### src/rtl/cec_pkg.sv
`default_nettype none

package cec_pkg;

  // request codes on req_type
  localparam logic [1:0] REQ_START = 2'd0;
  localparam logic [1:0] REQ_FRAME = 2'd1;
  localparam logic [1:0] REQ_TICK  = 2'd2;

  // result kinds on out_kind
  localparam logic [1:0] KIND_RECORD  = 2'd0;
  localparam logic [1:0] KIND_REQVOTE = 2'd1;
  localparam logic [1:0] KIND_OUTCOME = 2'd2;

  // election outcome codes
  localparam logic [1:0] OUTCOME_LEADER    = 2'd0;
  localparam logic [1:0] OUTCOME_STEP_DOWN = 2'd1;
  localparam logic [1:0] OUTCOME_TIMEOUT   = 2'd2;

  // message types
  localparam logic [7:0] FRAME_KIND_VOTE  = 8'd1;
  localparam logic [7:0] MSG_REQUEST_VOTE = 8'd0;

  // configuration register indexes
  localparam logic [1:0] CFG_NODE_ID    = 2'd0;
  localparam logic [1:0] CFG_NODE_COUNT = 2'd1;
  localparam logic [1:0] CFG_TIMEOUT    = 2'd2;

  // configuration reset values
  localparam logic [63:0] NODE_ID_RST    = 64'd1;
  localparam logic [6:0]  NODE_COUNT_RST = 7'd3;
  localparam logic [31:0] TIMEOUT_RST    = 32'd1000;

  // work orders handed from front to back
  typedef enum logic [2:0] {
    OP_START,
    OP_START_LEAD,
    OP_STEP_DOWN,
    OP_LEADER,
    OP_TIMEOUT
  } op_e;

  typedef struct packed {
    op_e         op;
    logic [63:0] term;
    logic [63:0] node_id;
    logic [63:0] log_idx;
  } desc_t;

  typedef struct packed {
    logic [1:0]  kind;
    logic [63:0] term;
    logic [63:0] voted_for;
    logic [63:0] sender;
    logic [63:0] log_idx;
    logic [7:0]  frame_type;
    logic [1:0]  outcome;
    logic        last;
  } res_t;

endpackage

`default_nettype wire

### src/rtl/cec_front.sv
`default_nettype none

module cec_front (
  input  wire logic               clk_i,
  input  wire logic               rst_ni,
  // configuration writes
  input  wire logic               cfg_we_i,
  input  wire logic [1:0]         cfg_index_i,
  input  wire logic [63:0]        cfg_data_i,
  // accepted request
  input  wire logic               accept_i,
  input  wire logic [1:0]         req_type_i,
  input  wire logic [63:0]        log_index_i,
  input  wire logic [63:0]        frame_term_i,
  input  wire logic [7:0]         frame_kind_i,
  input  wire logic               frame_check_ok_i,
  // descriptor toward the queue
  output logic                    push_o,
  output cec_pkg::desc_t          desc_o
);

  logic [63:0] node_id_q;
  logic [6:0]  node_count_q;
  logic [31:0] timeout_q;

  logic        camp_q, camp_d;
  logic [63:0] term_q, term_d;
  logic [63:0] voted_q, voted_d;
  logic [6:0]  votes_q, votes_d;
  logic [31:0] elapsed_q, elapsed_d;

  logic [6:0]  quorum;
  logic [6:0]  votes_inc;
  logic [31:0] elapsed_inc;
  logic        frame_ok;

  assign quorum      = {1'b0, node_count_q[6:1]} + 7'd1;
  assign votes_inc   = (votes_q == 7'h7F) ? votes_q : votes_q + 7'd1;
  assign elapsed_inc = (elapsed_q == 32'hFFFF_FFFF) ? elapsed_q : elapsed_q + 32'd1;
  assign frame_ok    = camp_q && (elapsed_q < timeout_q) && frame_check_ok_i &&
                       (frame_kind_i == cec_pkg::FRAME_KIND_VOTE);

  always_comb begin
    camp_d    = camp_q;
    term_d    = term_q;
    voted_d   = voted_q;
    votes_d   = votes_q;
    elapsed_d = elapsed_q;
    push_o    = 1'b0;
    desc_o.op      = cec_pkg::OP_START;
    desc_o.term    = term_q + 64'd1;
    desc_o.node_id = node_id_q;
    desc_o.log_idx = log_index_i;
    if (accept_i) begin
      case (req_type_i)
        cec_pkg::REQ_START: begin
          term_d    = term_q + 64'd1;
          voted_d   = node_id_q;
          votes_d   = 7'd1;
          elapsed_d = 32'd0;
          push_o    = 1'b1;
          // self vote alone may already be a majority
          if (quorum <= 7'd1) begin
            camp_d    = 1'b0;
            desc_o.op = cec_pkg::OP_START_LEAD;
          end else begin
            camp_d    = 1'b1;
          end
        end
        cec_pkg::REQ_FRAME: begin
          if (frame_ok) begin
            if (frame_term_i > term_q) begin
              term_d      = frame_term_i;
              voted_d     = 64'd0;
              camp_d      = 1'b0;
              push_o      = 1'b1;
              desc_o.op   = cec_pkg::OP_STEP_DOWN;
              desc_o.term = frame_term_i;
            end else if (frame_term_i == term_q) begin
              votes_d = votes_inc;
              if (votes_inc >= quorum) begin
                camp_d    = 1'b0;
                push_o    = 1'b1;
                desc_o.op = cec_pkg::OP_LEADER;
              end
            end
          end
        end
        cec_pkg::REQ_TICK: begin
          if (camp_q) begin
            elapsed_d = elapsed_inc;
            if (elapsed_inc >= timeout_q) begin
              camp_d    = 1'b0;
              push_o    = 1'b1;
              desc_o.op = cec_pkg::OP_TIMEOUT;
            end
          end
        end
        default: begin
        end
      endcase
    end
  end

  always_ff @(posedge clk_i or negedge rst_ni) begin
    if (!rst_ni) begin
      node_id_q    <= cec_pkg::NODE_ID_RST;
      node_count_q <= cec_pkg::NODE_COUNT_RST;
      timeout_q    <= cec_pkg::TIMEOUT_RST;
      camp_q       <= 1'b0;
      term_q       <= 64'd0;
      voted_q      <= 64'd0;
      votes_q      <= 7'd0;
      elapsed_q    <= 32'd0;
    end else begin
      camp_q    <= camp_d;
      term_q    <= term_d;
      voted_q   <= voted_d;
      votes_q   <= votes_d;
      elapsed_q <= elapsed_d;
      if (cfg_we_i) begin
        case (cfg_index_i)
          cec_pkg::CFG_NODE_ID:    node_id_q    <= cfg_data_i;
          cec_pkg::CFG_NODE_COUNT: node_count_q <= cfg_data_i[6:0];
          cec_pkg::CFG_TIMEOUT:    timeout_q    <= cfg_data_i[31:0];
          default: begin
          end
        endcase
      end
    end
  end

endmodule

`default_nettype wire

### src/rtl/cec_queue.sv
`default_nettype none

module cec_queue #(
  parameter int WIDTH = 8,
  parameter int DEPTH = 4
) (
  input  wire logic             clk_i,
  input  wire logic             rst_ni,
  input  wire logic             push_i,
  input  wire logic [WIDTH-1:0] wdata_i,
  output logic                  full_o,
  input  wire logic             pop_i,
  output logic [WIDTH-1:0]      rdata_o,
  output logic                  empty_o
);

  localparam int AW = (DEPTH > 1) ? $clog2(DEPTH) : 1;
  localparam int CW = $clog2(DEPTH + 1);

  logic [WIDTH-1:0] mem_q [DEPTH];
  logic [AW-1:0]    wr_ptr_q, rd_ptr_q;
  logic [CW-1:0]    count_q;
  logic             do_push, do_pop;

  assign full_o  = (count_q == CW'(DEPTH));
  assign empty_o = (count_q == '0);
  assign rdata_o = mem_q[rd_ptr_q];
  assign do_push = push_i && !full_o;
  assign do_pop  = pop_i && !empty_o;

  function automatic logic [AW-1:0] next_ptr(input logic [AW-1:0] p);
    next_ptr = (p == AW'(DEPTH - 1)) ? '0 : p + 1'b1;
  endfunction

  always_ff @(posedge clk_i) begin
    if (do_push) begin
      mem_q[wr_ptr_q] <= wdata_i;
    end
  end

  always_ff @(posedge clk_i or negedge rst_ni) begin
    if (!rst_ni) begin
      wr_ptr_q <= '0;
      rd_ptr_q <= '0;
      count_q  <= '0;
    end else begin
      if (do_push) begin
        wr_ptr_q <= next_ptr(wr_ptr_q);
      end
      if (do_pop) begin
        rd_ptr_q <= next_ptr(rd_ptr_q);
      end
      if (do_push && !do_pop) begin
        count_q <= count_q + 1'b1;
      end else if (do_pop && !do_push) begin
        count_q <= count_q - 1'b1;
      end
    end
  end

endmodule

`default_nettype wire

### src/rtl/cec_back.sv
`default_nettype none

module cec_back (
  input  wire logic            clk_i,
  input  wire logic            rst_ni,
  input  wire cec_pkg::desc_t  desc_i,
  input  wire logic            empty_i,
  output logic                 pop_o,
  output logic                 out_valid_o,
  input  wire logic            out_ready_i,
  output cec_pkg::res_t        res_o
);

  logic          out_valid_q;
  cec_pkg::res_t out_res_q;
  cec_pkg::res_t res;
  logic [1:0]    beat_q;
  logic          load;

  assign load        = !out_valid_q || out_ready_i;
  assign pop_o       = load && !empty_i && res.last;
  assign out_valid_o = out_valid_q;
  assign res_o       = out_res_q;

  // expand the head descriptor into its current result beat
  always_comb begin
    res = '0;
    case (desc_i.op)
      cec_pkg::OP_START, cec_pkg::OP_START_LEAD: begin
        case (beat_q)
          2'd0: begin
            res.kind      = cec_pkg::KIND_RECORD;
            res.term      = desc_i.term;
            res.voted_for = desc_i.node_id;
          end
          2'd1: begin
            res.kind       = cec_pkg::KIND_REQVOTE;
            res.term       = desc_i.term;
            res.sender     = desc_i.node_id;
            res.log_idx    = desc_i.log_idx;
            res.frame_type = cec_pkg::MSG_REQUEST_VOTE;
            res.last       = (desc_i.op == cec_pkg::OP_START);
          end
          default: begin
            res.kind    = cec_pkg::KIND_OUTCOME;
            res.outcome = cec_pkg::OUTCOME_LEADER;
            res.last    = 1'b1;
          end
        endcase
      end
      cec_pkg::OP_STEP_DOWN: begin
        if (beat_q == 2'd0) begin
          res.kind = cec_pkg::KIND_RECORD;
          res.term = desc_i.term;
        end else begin
          res.kind    = cec_pkg::KIND_OUTCOME;
          res.outcome = cec_pkg::OUTCOME_STEP_DOWN;
          res.last    = 1'b1;
        end
      end
      cec_pkg::OP_LEADER: begin
        res.kind    = cec_pkg::KIND_OUTCOME;
        res.outcome = cec_pkg::OUTCOME_LEADER;
        res.last    = 1'b1;
      end
      default: begin
        res.kind    = cec_pkg::KIND_OUTCOME;
        res.outcome = cec_pkg::OUTCOME_TIMEOUT;
        res.last    = 1'b1;
      end
    endcase
  end

  always_ff @(posedge clk_i) begin
    if (load && !empty_i) begin
      out_res_q <= res;
    end
  end

  always_ff @(posedge clk_i or negedge rst_ni) begin
    if (!rst_ni) begin
      out_valid_q <= 1'b0;
      beat_q      <= 2'd0;
    end else if (load) begin
      out_valid_q <= !empty_i;
      if (!empty_i) begin
        beat_q <= res.last ? 2'd0 : beat_q + 2'd1;
      end
    end
  end

endmodule

`default_nettype wire

### src/rtl/consensus_election_candidate_unit.sv
// Candidate side of a leader election.
// Input channel (in_valid_i / in_ready_o): one beat per request: start an
// election, a received frame, or one timer tick. The front end updates the
// term, vote and timeout state in the cycle the beat is taken and queues a
// descriptor of the results it causes; requests that cause none queue nothing.
// Output channel (out_valid_o / out_ready_i): one beat per result, last_o
// marks the final result of a request. A start gives two or three beats, a
// step-down two, a leader or timeout outcome one.
// The first result of a request passes through the descriptor queue and then
// the output register. One request per cycle is taken while the queue is not
// full; the output register sends one result per cycle with out_ready_i high.
// Stall: while the receiver holds out_ready_i low, the queue of QUEUE_DEPTH
// descriptors keeps taking requests; in_ready_o drops only when it is full.
// Configuration (cfg_valid_i / cfg_ready_o) is always ready and is to be
// written only while the block is idle.
// Reset: clears the election state and the queue, restores node id 1, three
// nodes and a 1000 tick timeout; no output beat is pending afterward.
`default_nettype none

module consensus_election_candidate_unit #(
  parameter int QUEUE_DEPTH = 4
) (
  input  wire logic        clk_i,
  input  wire logic        rst_ni,
  // configuration
  input  wire logic        cfg_valid_i,
  output logic             cfg_ready_o,
  input  wire logic [1:0]  cfg_index_i,
  input  wire logic [63:0] cfg_data_i,
  // requests
  input  wire logic        in_valid_i,
  output logic             in_ready_o,
  input  wire logic [1:0]  req_type_i,
  input  wire logic [63:0] log_index_i,
  input  wire logic [63:0] frame_term_i,
  input  wire logic [7:0]  frame_kind_i,
  input  wire logic        frame_check_ok_i,
  // results
  output logic             out_valid_o,
  input  wire logic        out_ready_i,
  output logic [1:0]       out_kind_o,
  output logic [63:0]      out_term_o,
  output logic [63:0]      out_voted_for_o,
  output logic [63:0]      out_sender_o,
  output logic [63:0]      out_last_index_o,
  output logic [7:0]       out_msg_type_o,
  output logic [1:0]       outcome_o,
  output logic             last_o
);

  localparam int DescW = $bits(cec_pkg::desc_t);

  logic           q_full, q_empty, q_push, q_pop;
  cec_pkg::desc_t push_desc, head_desc;
  cec_pkg::res_t  res;
  logic           accept;

  assign cfg_ready_o = 1'b1;
  // hold requests only while the descriptor queue is full
  assign in_ready_o  = !q_full;
  assign accept      = in_valid_i && in_ready_o;

  cec_front u_front (
    .clk_i            (clk_i),
    .rst_ni           (rst_ni),
    .cfg_we_i         (cfg_valid_i),
    .cfg_index_i      (cfg_index_i),
    .cfg_data_i       (cfg_data_i),
    .accept_i         (accept),
    .req_type_i       (req_type_i),
    .log_index_i      (log_index_i),
    .frame_term_i     (frame_term_i),
    .frame_kind_i     (frame_kind_i),
    .frame_check_ok_i (frame_check_ok_i),
    .push_o           (q_push),
    .desc_o           (push_desc)
  );

  cec_queue #(
    .WIDTH (DescW),
    .DEPTH (QUEUE_DEPTH)
  ) u_queue (
    .clk_i   (clk_i),
    .rst_ni  (rst_ni),
    .push_i  (q_push),
    .wdata_i (push_desc),
    .full_o  (q_full),
    .pop_i   (q_pop),
    .rdata_o (head_desc),
    .empty_o (q_empty)
  );

  cec_back u_back (
    .clk_i       (clk_i),
    .rst_ni      (rst_ni),
    .desc_i      (head_desc),
    .empty_i     (q_empty),
    .pop_o       (q_pop),
    .out_valid_o (out_valid_o),
    .out_ready_i (out_ready_i),
    .res_o       (res)
  );

  // drive result fields from the output register
  assign out_kind_o       = res.kind;
  assign out_term_o       = res.term;
  assign out_voted_for_o  = res.voted_for;
  assign out_sender_o     = res.sender;
  assign out_last_index_o = res.log_idx;
  assign out_msg_type_o   = res.frame_type;
  assign outcome_o        = res.outcome;
  assign last_o           = res.last;

endmodule

`default_nettype wire
### config.mk
export PLATFORM = sky130hd
export DESIGN_NAME = consensus_election_candidate_unit
export DESIGN_NICKNAME = d
export VERILOG_FILES = /design/src/rtl/cec_pkg.sv /design/src/rtl/cec_front.sv /design/src/rtl/cec_queue.sv /design/src/rtl/cec_back.sv /design/src/rtl/consensus_election_candidate_unit.sv
export SDC_FILE = /design/constraint.sdc
export NUM_CORES = 1
export LEC_CHECK = 0
export BUFFER_PORTS_ARGS = -buffer_cell sky130_fd_sc_hd__buf_2
export CAP_MARGIN = 20
export CORE_MARGIN = 4
export CORE_UTILIZATION = 45
export DETAILED_ROUTE_END_ITERATION = 7
export GPL_ROUTABILITY_DRIVEN = 1
export PLACE_DENSITY = 0.6
export RECOVER_POWER = 25
export SYNTH_ARGS = -nofsm -noshare
export SYNTH_HDL_FRONTEND = slang
export SYNTH_SLANG_ARGS = --single-unit
export TNS_END_PERCENT = 1
### constraint.sdc
create_clock -name clk_i -period 22.8 [get_ports clk_i]
set_input_delay 1.14 -clock clk_i [delete_from_list [all_inputs] [get_ports clk_i]]
set_output_delay 1.14 -clock clk_i [all_outputs]
set_load 0.02 [all_outputs]
Word-level counts from Yosys, hierarchy flattened:

Memories as Yosys holds them, arrays and structs flattened.
Cells that the tools add are included.

* add/subtract/negate cells: 9
* order comparisons: 5
* equality and inequality tests: 22
* mux-type cells: 54
* bitwise gates (word level): 1
* reduce and logical (&&, ||, !) cells: 37

Operator list (count)
* $mux W64: 6
* $pmux W64 S2: 2
* $mux W67: 2
* $add A64 B1 Y64 const B: 1
* $eq A64 B64 Y1: 1
* $gt A64 B64 Y1: 1
* $mux W32: 2
* $pmux W32 S2: 1
* $add A32 B1 Y32 const B: 1
* $eq A32 B32 Y1 const B: 1
* $ge A32 B32 Y1: 1
* $lt A32 B32 Y1: 1
* $mux W7: 4
* $mux W3: 6
* $pmux W3 S3: 2
* $mux W1: 17
* $pmux W7 S2: 1
* $mux W2: 6
* $reduce_and A2 Y1: 6
* $logic_and A1 B1 Y1: 10
* $reduce_and A5 Y1: 2
* $eq A2 B2 Y1 const B: 4
* $eq A8 B1 Y1 const B: 1
* $ne A2 B1 Y1 const B: 4
* other kinds (27): 45

* register bits: 486
* RAM bits: 780
* input bits: 210
* output and inout port bits: 272
* logic and storage cells: 149
* memories: 1

Memories
* u_queue.mem_q: words 4, bits a word 195, rd ports 1, clocked after Yosys merged registers in 0, wr ports 1, RTL line cec_queue.sv:20 `logic [WIDTH-1:0] mem_q [DEPTH];`

Longest topological paths before layout:

Gate-level depths: netlist (run 1).

* depth after elaboration: 14
* mapped depth: 24
* mapped depth without buffers: 21

Cells and area by module:

Synthesis (run 1) repeated with hierarchy kept, for this count alone.

* cells, all modules: 3474
* area, all modules: 54527.3 sq um

By module, submodules not included
* cec_queue: instances 1, cells an instance 1056, area an instance 28561.1 sq um, seq. area each 23597.6 sq um
* cec_front: instances 1, cells an instance 1809, area an instance 15900.2 sq um, seq. area each 5165.0 sq um
* cec_back: instances 1, cells an instance 605, area an instance 10044.6 sq um, seq. area each 7912.6 sq um
* consensus_election_candidate_unit: instances 1, cells an instance 4, area an instance 21.3 sq um, seq. area each 0.0 sq um

Least setup slack after synthesis (run 1):

No wires, ideal clock.

* path kind: input-to-reg
* from: input port out_ready_i
* to: register u_queue.count_q[1]
* library setup time: 125 ps
* arrival: 15973 ps
* required time: 22675 ps
* setup slack: 6702 ps
* cell stages on the path: 8
* buffers on the path: 0
* path through: inv_1 -> a21oi_1 -> and2_1 -> inv_1 -> ha_1 -> inv_1 -> fa_1 -> mux2_2

* cells in the longest elaborated chain, start to end: 7
* elaborated cells on any way between the ends: 9
* those cells by class: mux: 1; reduce/logical: 8

RTL lines
* start, declared: RTL line consensus_election_candidate_unit.sv:40 `input wire logic out_ready_i,`
* $logic_or A1 B1 Y1 (*): RTL line cec_back.sv:20 `assign load = !out_valid_q || out_ready_i;`
* $logic_and A1 B1 Y1 (*) (2 in a row): RTL line cec_back.sv:21 `assign pop_o = load && !empty_i && res.last;`
* $logic_and A1 B1 Y1 (*): RTL line cec_queue.sv:29 `assign do_pop = pop_i && !empty_o;`
* $logic_not A1 Y1: RTL line cec_queue.sv:53 `if (do_push && !do_pop) begin`
* $logic_and A1 B1 Y1: RTL line cec_queue.sv:53
* $mux W3 or $reduce_bool A2 Y1 (tied branches)
* end signal, assigned: RTL line cec_queue.sv:54 `count_q <= count_q + 1'b1;`
* end signal, assigned: RTL line cec_queue.sv:56 `count_q <= count_q - 1'b1;`
* end, declared: RTL line cec_queue.sv:22 `logic [CW-1:0] count_q;`

Every way passes the cells marked *; elsewhere a longest branch is shown, timed or not.
A chain may end at the register's enable or synchronous reset.

Worst setup path in the final report (run 1):

* from: register u_front.elapsed_q[8]
* to: memory u_queue.mem_q[3][152] in the netlist's numbering (enable)

* cells in the longest elaborated chain, start to end: 10
* elaborated cells on any way between the ends: 16
* those cells by class: add/sub: 1; order compare: 2; eq/ne: 1; mux: 8; reduce/logical: 4

RTL lines
* start, declared: RTL line cec_front.sv:30 `logic [31:0] elapsed_q, elapsed_d;`
* start signal, assigned: RTL line cec_front.sv:120 `elapsed_q <= elapsed_d;`
* $add A32 B1 Y32 (tied with other cells): RTL line cec_front.sv:39 `assign elapsed_inc = (elapsed_q == 32'hFFFF_FFFF) ? elapsed_q : elapsed_q + 32'd1;`
* $mux W32 or $logic_and A1 B1 Y1 (tied branches): RTL line cec_front.sv:39, cec_front.sv:40
* $ge A32 B32 Y1 or $logic_and A1 B1 Y1 (tied branches): RTL line cec_front.sv:92, cec_front.sv:40
* $mux W1 or $logic_and A1 B1 Y1 (tied branches): RTL line cec_front.sv:92, cec_front.sv:40
* $mux W1 (on tied branches): RTL line cec_front.sv:90, cec_front.sv:71
* $pmux W1 S3 (*): RTL line cec_front.sv:55 `case (req_type_i)`
* $mux W1 (*): RTL line cec_front.sv:54 `if (accept_i) begin`
* $logic_and A1 B1 Y1 (*): RTL line cec_queue.sv:28 `assign do_push = push_i && !full_o;`
* named net u_queue.do_push: RTL line cec_queue.sv:23 `logic do_push, do_pop;`
* $mux W1 (*): RTL line cec_queue.sv:36 `if (do_push) begin`
* $mux W1 (implied by the code) (*): RTL line cec_queue.sv:37 `mem_q[wr_ptr_q] <= wdata_i;`
* end, declared: RTL line cec_queue.sv:20

The timed path passes the listed nets; every way through them passes the cells marked *.

==> out/metrics.cfg, run 1 <==
[synth]
async_reset_ff_frac=0.172
yosysSeqAreaShare=0.686
synthTopCellsByArea=edfxtp_1 58%, dfrtp_1 9.7%, mux4_2 8.2%
yosysTopAreaCellShare=0.584
synth_edf_count=1041
syn_inst=3384
synth_area_per_cell_sq_um=15.8
synth.most_common_cell=edfxtp_1
synthTopCellsByCount=1041 x edfxtp_1, 225 x and3_1, 208 x dfrtp_1
synth_ff_type=edfxtp_1
yosysUniqueCellTypes=82
synth_area_sq_um=53500
netlist.top_cell.by_area=edfxtp_1
yosys_warnings=0
ys_ff_latch=1257

[clocking]
clock_path_buffers=3
clock-root-buffer=clkbuf_16
cts_tree=done
htree_levels=4
cts_buffers=135
cts_num_sinks=1257
clk_pin_slew_worst_paths_ns=0.06
hold_buffers=0
cts_setup_buffers=0
clkLatencyLatePin_ns=0.73
cts_resized=0

[setup_path]
crit_fanout=55
critPathCaptureType=flip-flop
path_buf_inv=2
cp_top_family=simple AND/OR/NAND/NOR gates
cp_common_cell=and4_1
start_kind=flip-flop
worst_ep_arrival_time_ns=7.41
required_ns=23.14
crit_type=reg2reg
slowest_delay_ns=0.80
crit_path_top_delay_cell=buf_4
cp_cell_sequence=and4_1, and4_1, nand4_1, o21ai_1, nor3_1, nand3_1, xnor2_1, ha_1, and4_1, nand2_1, o211ai_1, a21oi_1, or3_1, o211ai_2, and2_4, buf_4, buf_4

[cells_and_area]
layout.nets=4226
area_delta_synth_final_pct=15.6
stdcell_area_sq_um=61800
drive_above_1_share=0.251
final_core_util=0.524

[floorplanning]
coreArea_sq_um=118000
die_width_um=353
pin_count=482
die_h_um=353
dieArea_sq_um=124000
initial_core_util=0.453
num_rows=126

[grt]
grtUsageMet2=0.346
use_met1=0.297
grt_pass1_wl_mm=204
grt_pass1_vias=31444
grt_overflow=0
antenna_found_initial=35
grt_start_max_net_pins=132
met3_usage=0.0421
top_usage_layer=met2
grt_use_total=0.216

[sta]
slew_violations=144
whs_ns=0.493
period_minus_slack_ns=7.07
setup_tns_ns=0
finalCritPeriodShare=0.310
worstMarginPinSlew_ns=6.10
hold_violations=0
setup_viol=0
skew_ns=0.0260
fmax_mhz=141
rsz0062_at_grt=no
slew_headroom=-3.07

[placed_design]
detailed_place_hpwl_mm=88.8
placed_cell_area_sq_um=57500
port_buffers=472
gp_congestion=0.891

[power]
p_leak_nw=23.4
powerDensity_nw_per_um2=113
vdd_drop_max_mv=0.0820
p_total_mw=7.01

[job]
cap_violations=3

[run_status]
status=complete, but fails checks
violations=capacitance limit, slew limit

[detailed_routing]
first_pass_iters=5
final_antenna_net_count=0
drt_iter0_markers=2607
wirelength_mm=136
vias_per_cell=5.66
wire_per_inst_um=24.6
vias=31258
drc=0

[hold_path]
min-delay-path-class=reg2reg

[stage by stage]
step / instances / setup slack (ns)
5_1_grt: 5522 / 15.21
4_1_cts: 5507 / 15.66
6_report: 5527 / 15.73
3_5_place_dp: 5261 / 15.68
3_3_place_gp: 5261 / 15.78
2_1_floorplan: 3391 / 6.70
[cells by family after synthesis]
logic type	synth area share
adder cells (fa/ha/maj)	0.0359
buffers and inverters	0.0218
AND/OR/NAND/NOR	0.0862
XOR/XNOR	0.0167
AO/OA/AOI/OAI	0.0462
other	0.000140
flip-flops	0.686
multiplexers	0.107
[worst paths after layout]
path / startpoint / endpoint / slack [ns] / cells after the start
max reg2reg: u_front.elapsed_q[8]$_DFFE_PN0P_ / u_queue.mem_q[3][152]$_DFFE_PP_ / 15.73 / 17
min in group asynchronous: rst_ni / u_front.node_id_q[44]$_DFFE_PN0P_ / 2.55 / 1
min reg2reg: u_back.out_valid_o$_DFFE_PN0N_ / u_back.out_valid_o$_DFFE_PN0N_ / 0.49 / 2
max in group asynchronous: rst_ni / u_front.term_q[0]$_DFFE_PN0P_ / 16.65 / 1
min: u_back.out_valid_o$_DFFE_PN0N_ / u_back.out_valid_o$_DFFE_PN0N_ / 0.49 / 2
max: u_front.elapsed_q[8]$_DFFE_PN0P_ / u_queue.mem_q[3][152]$_DFFE_PP_ / 15.73 / 17
[routing by layer]
metal / up-vias / wire (um)
met5: - / 97
met2: 1041 / 65500
met4: 16 / 4180
met3: 241 / 8270
li1: 14055 / -
met1: 15905 / 57800
[tightest hold or removal path, delay by kind of cell, from the launching register on]
kind             cells  cell delay [ns]
flip-flops           1             0.36
AND/OR/NAND/NOR      2             0.10
[sequential cells by signal (all words and copies together), names as in the netlist]
register              count
u_front.node_count_q      6
u_queue.mem_q           780
u_queue.wr_ptr_q          2
u_front.camp_q            1
u_front.node_id_q        64
u_front.votes_q           7
u_front.term_q           64
u_front.elapsed_q        32
u_queue.count_q           3
u_back.out_valid_o        1
u_queue.rd_ptr_q          2
u_back.beat_q             2
u_front.timeout_q        32
u_back.res_o            261
[cells in the final DEF (no fill, tap or decap), types with 10 or more instances in the layout]
master | netlist | final
dfrtp_1 | 208 | 206
mux2_2 | 109 | 109
clkinv_1 | 1 | 14
and3_1 | 225 | 225
nor2_1 | 161 | 158
nand4_1 | 42 | 42
buf_2 | 9 | 405
a22o_1 | 10 | 10
diode_2 | 0 | 19
nand2_1 | 150 | 150
clkbuf_1 | 136 | 102
nor2b_1 | 71 | 71
a31oi_1 | 30 | 30
nor4_1 | 11 | 11
clkbuf_16 | 0 | 135
a21oi_1 | 165 | 165
a21o_1 | 18 | 18
ha_1 | 152 | 149
nor3_1 | 41 | 41
a211oi_1 | 10 | 10
o31ai_1 | 18 | 18
mux4_2 | 195 | 195
nand2b_1 | 10 | 10
xor2_1 | 19 | 19
buf_4 | 10 | 38
xnor2_1 | 83 | 83
inv_1 | 116 | 116
nand3_1 | 71 | 71
mux2i_1 | 10 | 10
o21ai_0 | 61 | 61
clkinv_2 | 0 | 17
and4_1 | 17 | 17
and2_1 | 14 | 10
edfxtp_1 | 1041 | 1041
clkbuf_8 | 0 | 16
[power breakdown]
group          internal (mW)  total, mW  switching (mW)
sequential              2.92       3.09           0.170
combinational          0.658       1.77            1.11
clock                   1.24       2.15           0.910
total                   4.82       7.01            2.19
[layout make-up]
class	count	area, sq um
multi-input combinational	1836	15800
clock buffer	185	3730
sequential	1257	36700
antenna	19	47.5
clock inverter	61	631
fill	9777	56200
tap	1536	1920
inverter	119	447
timing repair buffer	514	2620
No activity file was read; power rests on OpenSTA's default activity.
==> inputs of run 2 (changes only) <==
Settings changed: PLACE_DENSITY 0.6 to 0.63.
Clock period 22.8 ns to 5.7 ns, I/O delays scaled along.
==> run 2 against run 1 <==
  * Highest routed layer unchanged
  * Via count rose by 2.4%
  * Sequential share of layout area is 2.4 points lower
  * Utilization increased by 2.2 points
  * Non-clock buffer count up 234
  * Sequential power grew to 4.0 times the previous value
  * Flip-flop and latch count is the same
  * Clock-buffer cell count is the same
  * Total power grew to 4.0 times the previous value
  * Setup slack worse by 15 ns
  * Clock skew down 0.0049 ns
  * Final cell count rose by 3.9%
  * The flow still finishes with violations (capacitance limit, slew limit)
  * Hold slack lost 0.43 ns
==> out/metrics.cfg, run 2 (synthesized netlist as in run 1, its figures left out) <==
[sta]
slew_violations=141  ; was 144
fmax_mhz=190  ; was 141 MHz
worstMarginPinSlew_ns=4.80  ; was 6.10 ns
slew_headroom=-2.20  ; was -3.07
finalCritPeriodShare=0.923  ; was 0.310
rsz0062_at_grt=no  ; unchanged
skew_ns=0.0211  ; was 0.0260 ns
hold_violations=0  ; unchanged
setup_viol=0  ; unchanged
period_minus_slack_ns=5.26  ; was 7.07 ns

[floorplanning]
dieArea_sq_um=124000  ; unchanged
initial_core_util=0.453  ; unchanged
coreArea_sq_um=118000  ; unchanged
pin_count=482  ; unchanged
die_h_um=353  ; unchanged
die_width_um=353  ; unchanged
num_rows=126  ; unchanged

[setup_path]
crit_fanout=7  ; was 55
required_ns=6.35  ; was 23.14 ns
critPathCaptureType=flip-flop  ; unchanged
rr_worst_depth=21  ; was 17
start_kind=flip-flop  ; unchanged
crit_type=reg2reg  ; unchanged
worst_ep_arrival_time_ns=5.91  ; was 7.41 ns

[clocking]
htree_levels=4  ; unchanged
cts_setup_buffers=0  ; unchanged
cts_num_sinks=1257  ; unchanged
clk_pin_slew_worst_paths_ns=0.06  ; about the same
cts_buffers=135  ; unchanged
clock-root-buffer=clkbuf_16  ; unchanged
clkLatencyLatePin_ns=0.74  ; was 0.73 ns
clock_path_buffers=3  ; unchanged
cts_tree=done  ; unchanged

[grt]
grt_use_total=0.218  ; was 0.216
grt_pass1_wl_mm=206  ; was 204 mm
grt_start_max_net_pins=136  ; was 132
grt_pass1_vias=32692  ; was 31444
grt_overflow=0  ; unchanged
antenna_found_initial=14  ; was 35

[hold_path]
hold_depth=4  ; was 2
min-delay-path-class=in2reg  ; was reg2reg

[detailed_routing]
drt_iter0_markers=2911  ; was 2607
vias=32019  ; was 31258
drc=0  ; unchanged
wire_per_inst_um=23.7  ; was 24.6 um
final_antenna_net_count=0  ; unchanged
first_pass_iters=5  ; unchanged
wirelength_mm=136  ; about the same
vias_per_cell=5.58  ; was 5.66

[placed_design]
port_buffers=472  ; unchanged
gp_congestion=0.879  ; was 0.891
placed_cell_area_sq_um=58200  ; was 57500 sq um
detailed_place_hpwl_mm=91.4  ; was 88.8 mm

[cells_and_area]
drive_above_1_share=0.249  ; was 0.251
layout.nets=4460  ; was 4226
area_delta_synth_final_pct=20.6  ; was 15.6%
final_cell_mix=1041 x edfxtp_1, 406 x buf_2, 225 x and3_1, 205 x dfrtp_1, 195 x mux4_2  ; was 1041 x edfxtp_1, 405 x buf_2, 225 x and3_1, 206 x dfrtp_1, 195 x mux4_2
largest-register=u_queue.mem_q  ; unchanged
largest_reg_flops=780  ; unchanged
layout_commonest_cell=edfxtp_1  ; unchanged
stdcell_area_sq_um=64500  ; was 61800 sq um

[run_status]
violations=capacitance limit, slew limit  ; unchanged
status=complete, but fails checks  ; unchanged

[power]
vdd_drop_max_mv=0.454  ; was 0.0820 mV
p_leak_nw=24.6  ; was 23.4 nW
powerDensity_nw_per_um2=439  ; was 113 nW/um^2
p_total_mw=28.3  ; was 7.01 mW

[job]
cap_violations=2  ; was 3

==> run 2: final cells by class <==
class | instances | area (sq um)
Inverter | 119 | 447
Tap cell | 1536 | 1920
Multi-Input combinational cell | 1836 | 15800
Clock inverter | 55 | 624
Fill cell | 9411 | 53600
Sequential cell | 1257 | 36700
Clock buffer | 185 | 3800
Antenna cell | 6 | 15.0
Timing Repair Buffer | 748 | 5210
==> run 2: critical path, cell delays in order (launching register included) <==
cell and delay (ns):
dfrtp_1 0.46, and4_1 0.29, and4_1 0.26, nand4_1 0.16, o21ai_2 0.14, buf_4 0.19
nor3_1 0.60, nand3_1 0.23, xnor2_1 0.17, ha_1 0.29, and4_1 0.22, nand2_1 0.08
o211ai_1 0.17, a21oi_1 0.15, or3_1 0.44, o211ai_2 0.17, ha_2 0.29, inv_2 0.04
fa_1 0.37, xor2_1 0.17, nor2_1 0.11, xor2_1 0.17
==> run 2: path summary, 6_finish.rpt <==
path | start | endpoint | slack (ns)
hold reg to reg | u_front.timeout_q[26]$_DFFE_PN0P_ | u_front.timeout_q[26]$_DFFE_PN0P_ | 0.51
setup / recovery | u_front.elapsed_q[9]$_DFFE_PN0P_ | u_queue.count_q[2]$_DFFE_PN0P_ | 0.44
setup reg to reg | u_front.elapsed_q[9]$_DFFE_PN0P_ | u_queue.count_q[2]$_DFFE_PN0P_ | 0.44
min in group asynchronous | rst_ni | u_front.node_id_q[50]$_DFFE_PN0P_ | 1.89
hold / removal | frame_term_i[50] | u_front.term_q[50]$_DFFE_PN0P_ | 0.06
max in group asynchronous | rst_ni | u_front.term_q[2]$_DFFE_PN0P_ | 0.97
==> run 2: repair_timing <==
action,4_1_cts,5_1_grt
hold buffers,189,0
endpoints found under the setup margin,0,196
resized for setup,0,2
hold endpoints to repair,528,0
==> run 2: per-layer routing <==
| layer | GRT usage | wire (um) | vias up |
|---|---|---|---|
| met1 | 0.297 | 58000 | 16290 |
| met5 | 0 | 76 | - |
| li1 | - | - | 14504 |
| met4 | 0.0882 | 5160 | 12 |
| met3 | 0.0428 | 8320 | 245 |
| met2 | 0.346 | 64700 | 968 |
==> run 2: report_power, final <==
| part | internal [mW] | switching [mW] |
|---|---|---|
| sequential | 11.7 | 0.676 |
| clock | 5.07 | 3.60 |
| combinational | 2.77 | 4.50 |
==> run 2: stage by stage <==
stage                     setup TNS, ns  utilization  hold WS [ns]  setup WS [ns]  instances
after detailed placement              0        0.493         0.358          0.323       5307
after global routing                  0        0.546        0.0639         0.0218       5740
after CTS                             0        0.547       0.00867          0.309       5736
after floorplan                 -455.72            -       -0.0106         -0.608       3391
final                                 0        0.546        0.0620          0.440       5742
after global placement                0        0.493         0.355          0.400       5306
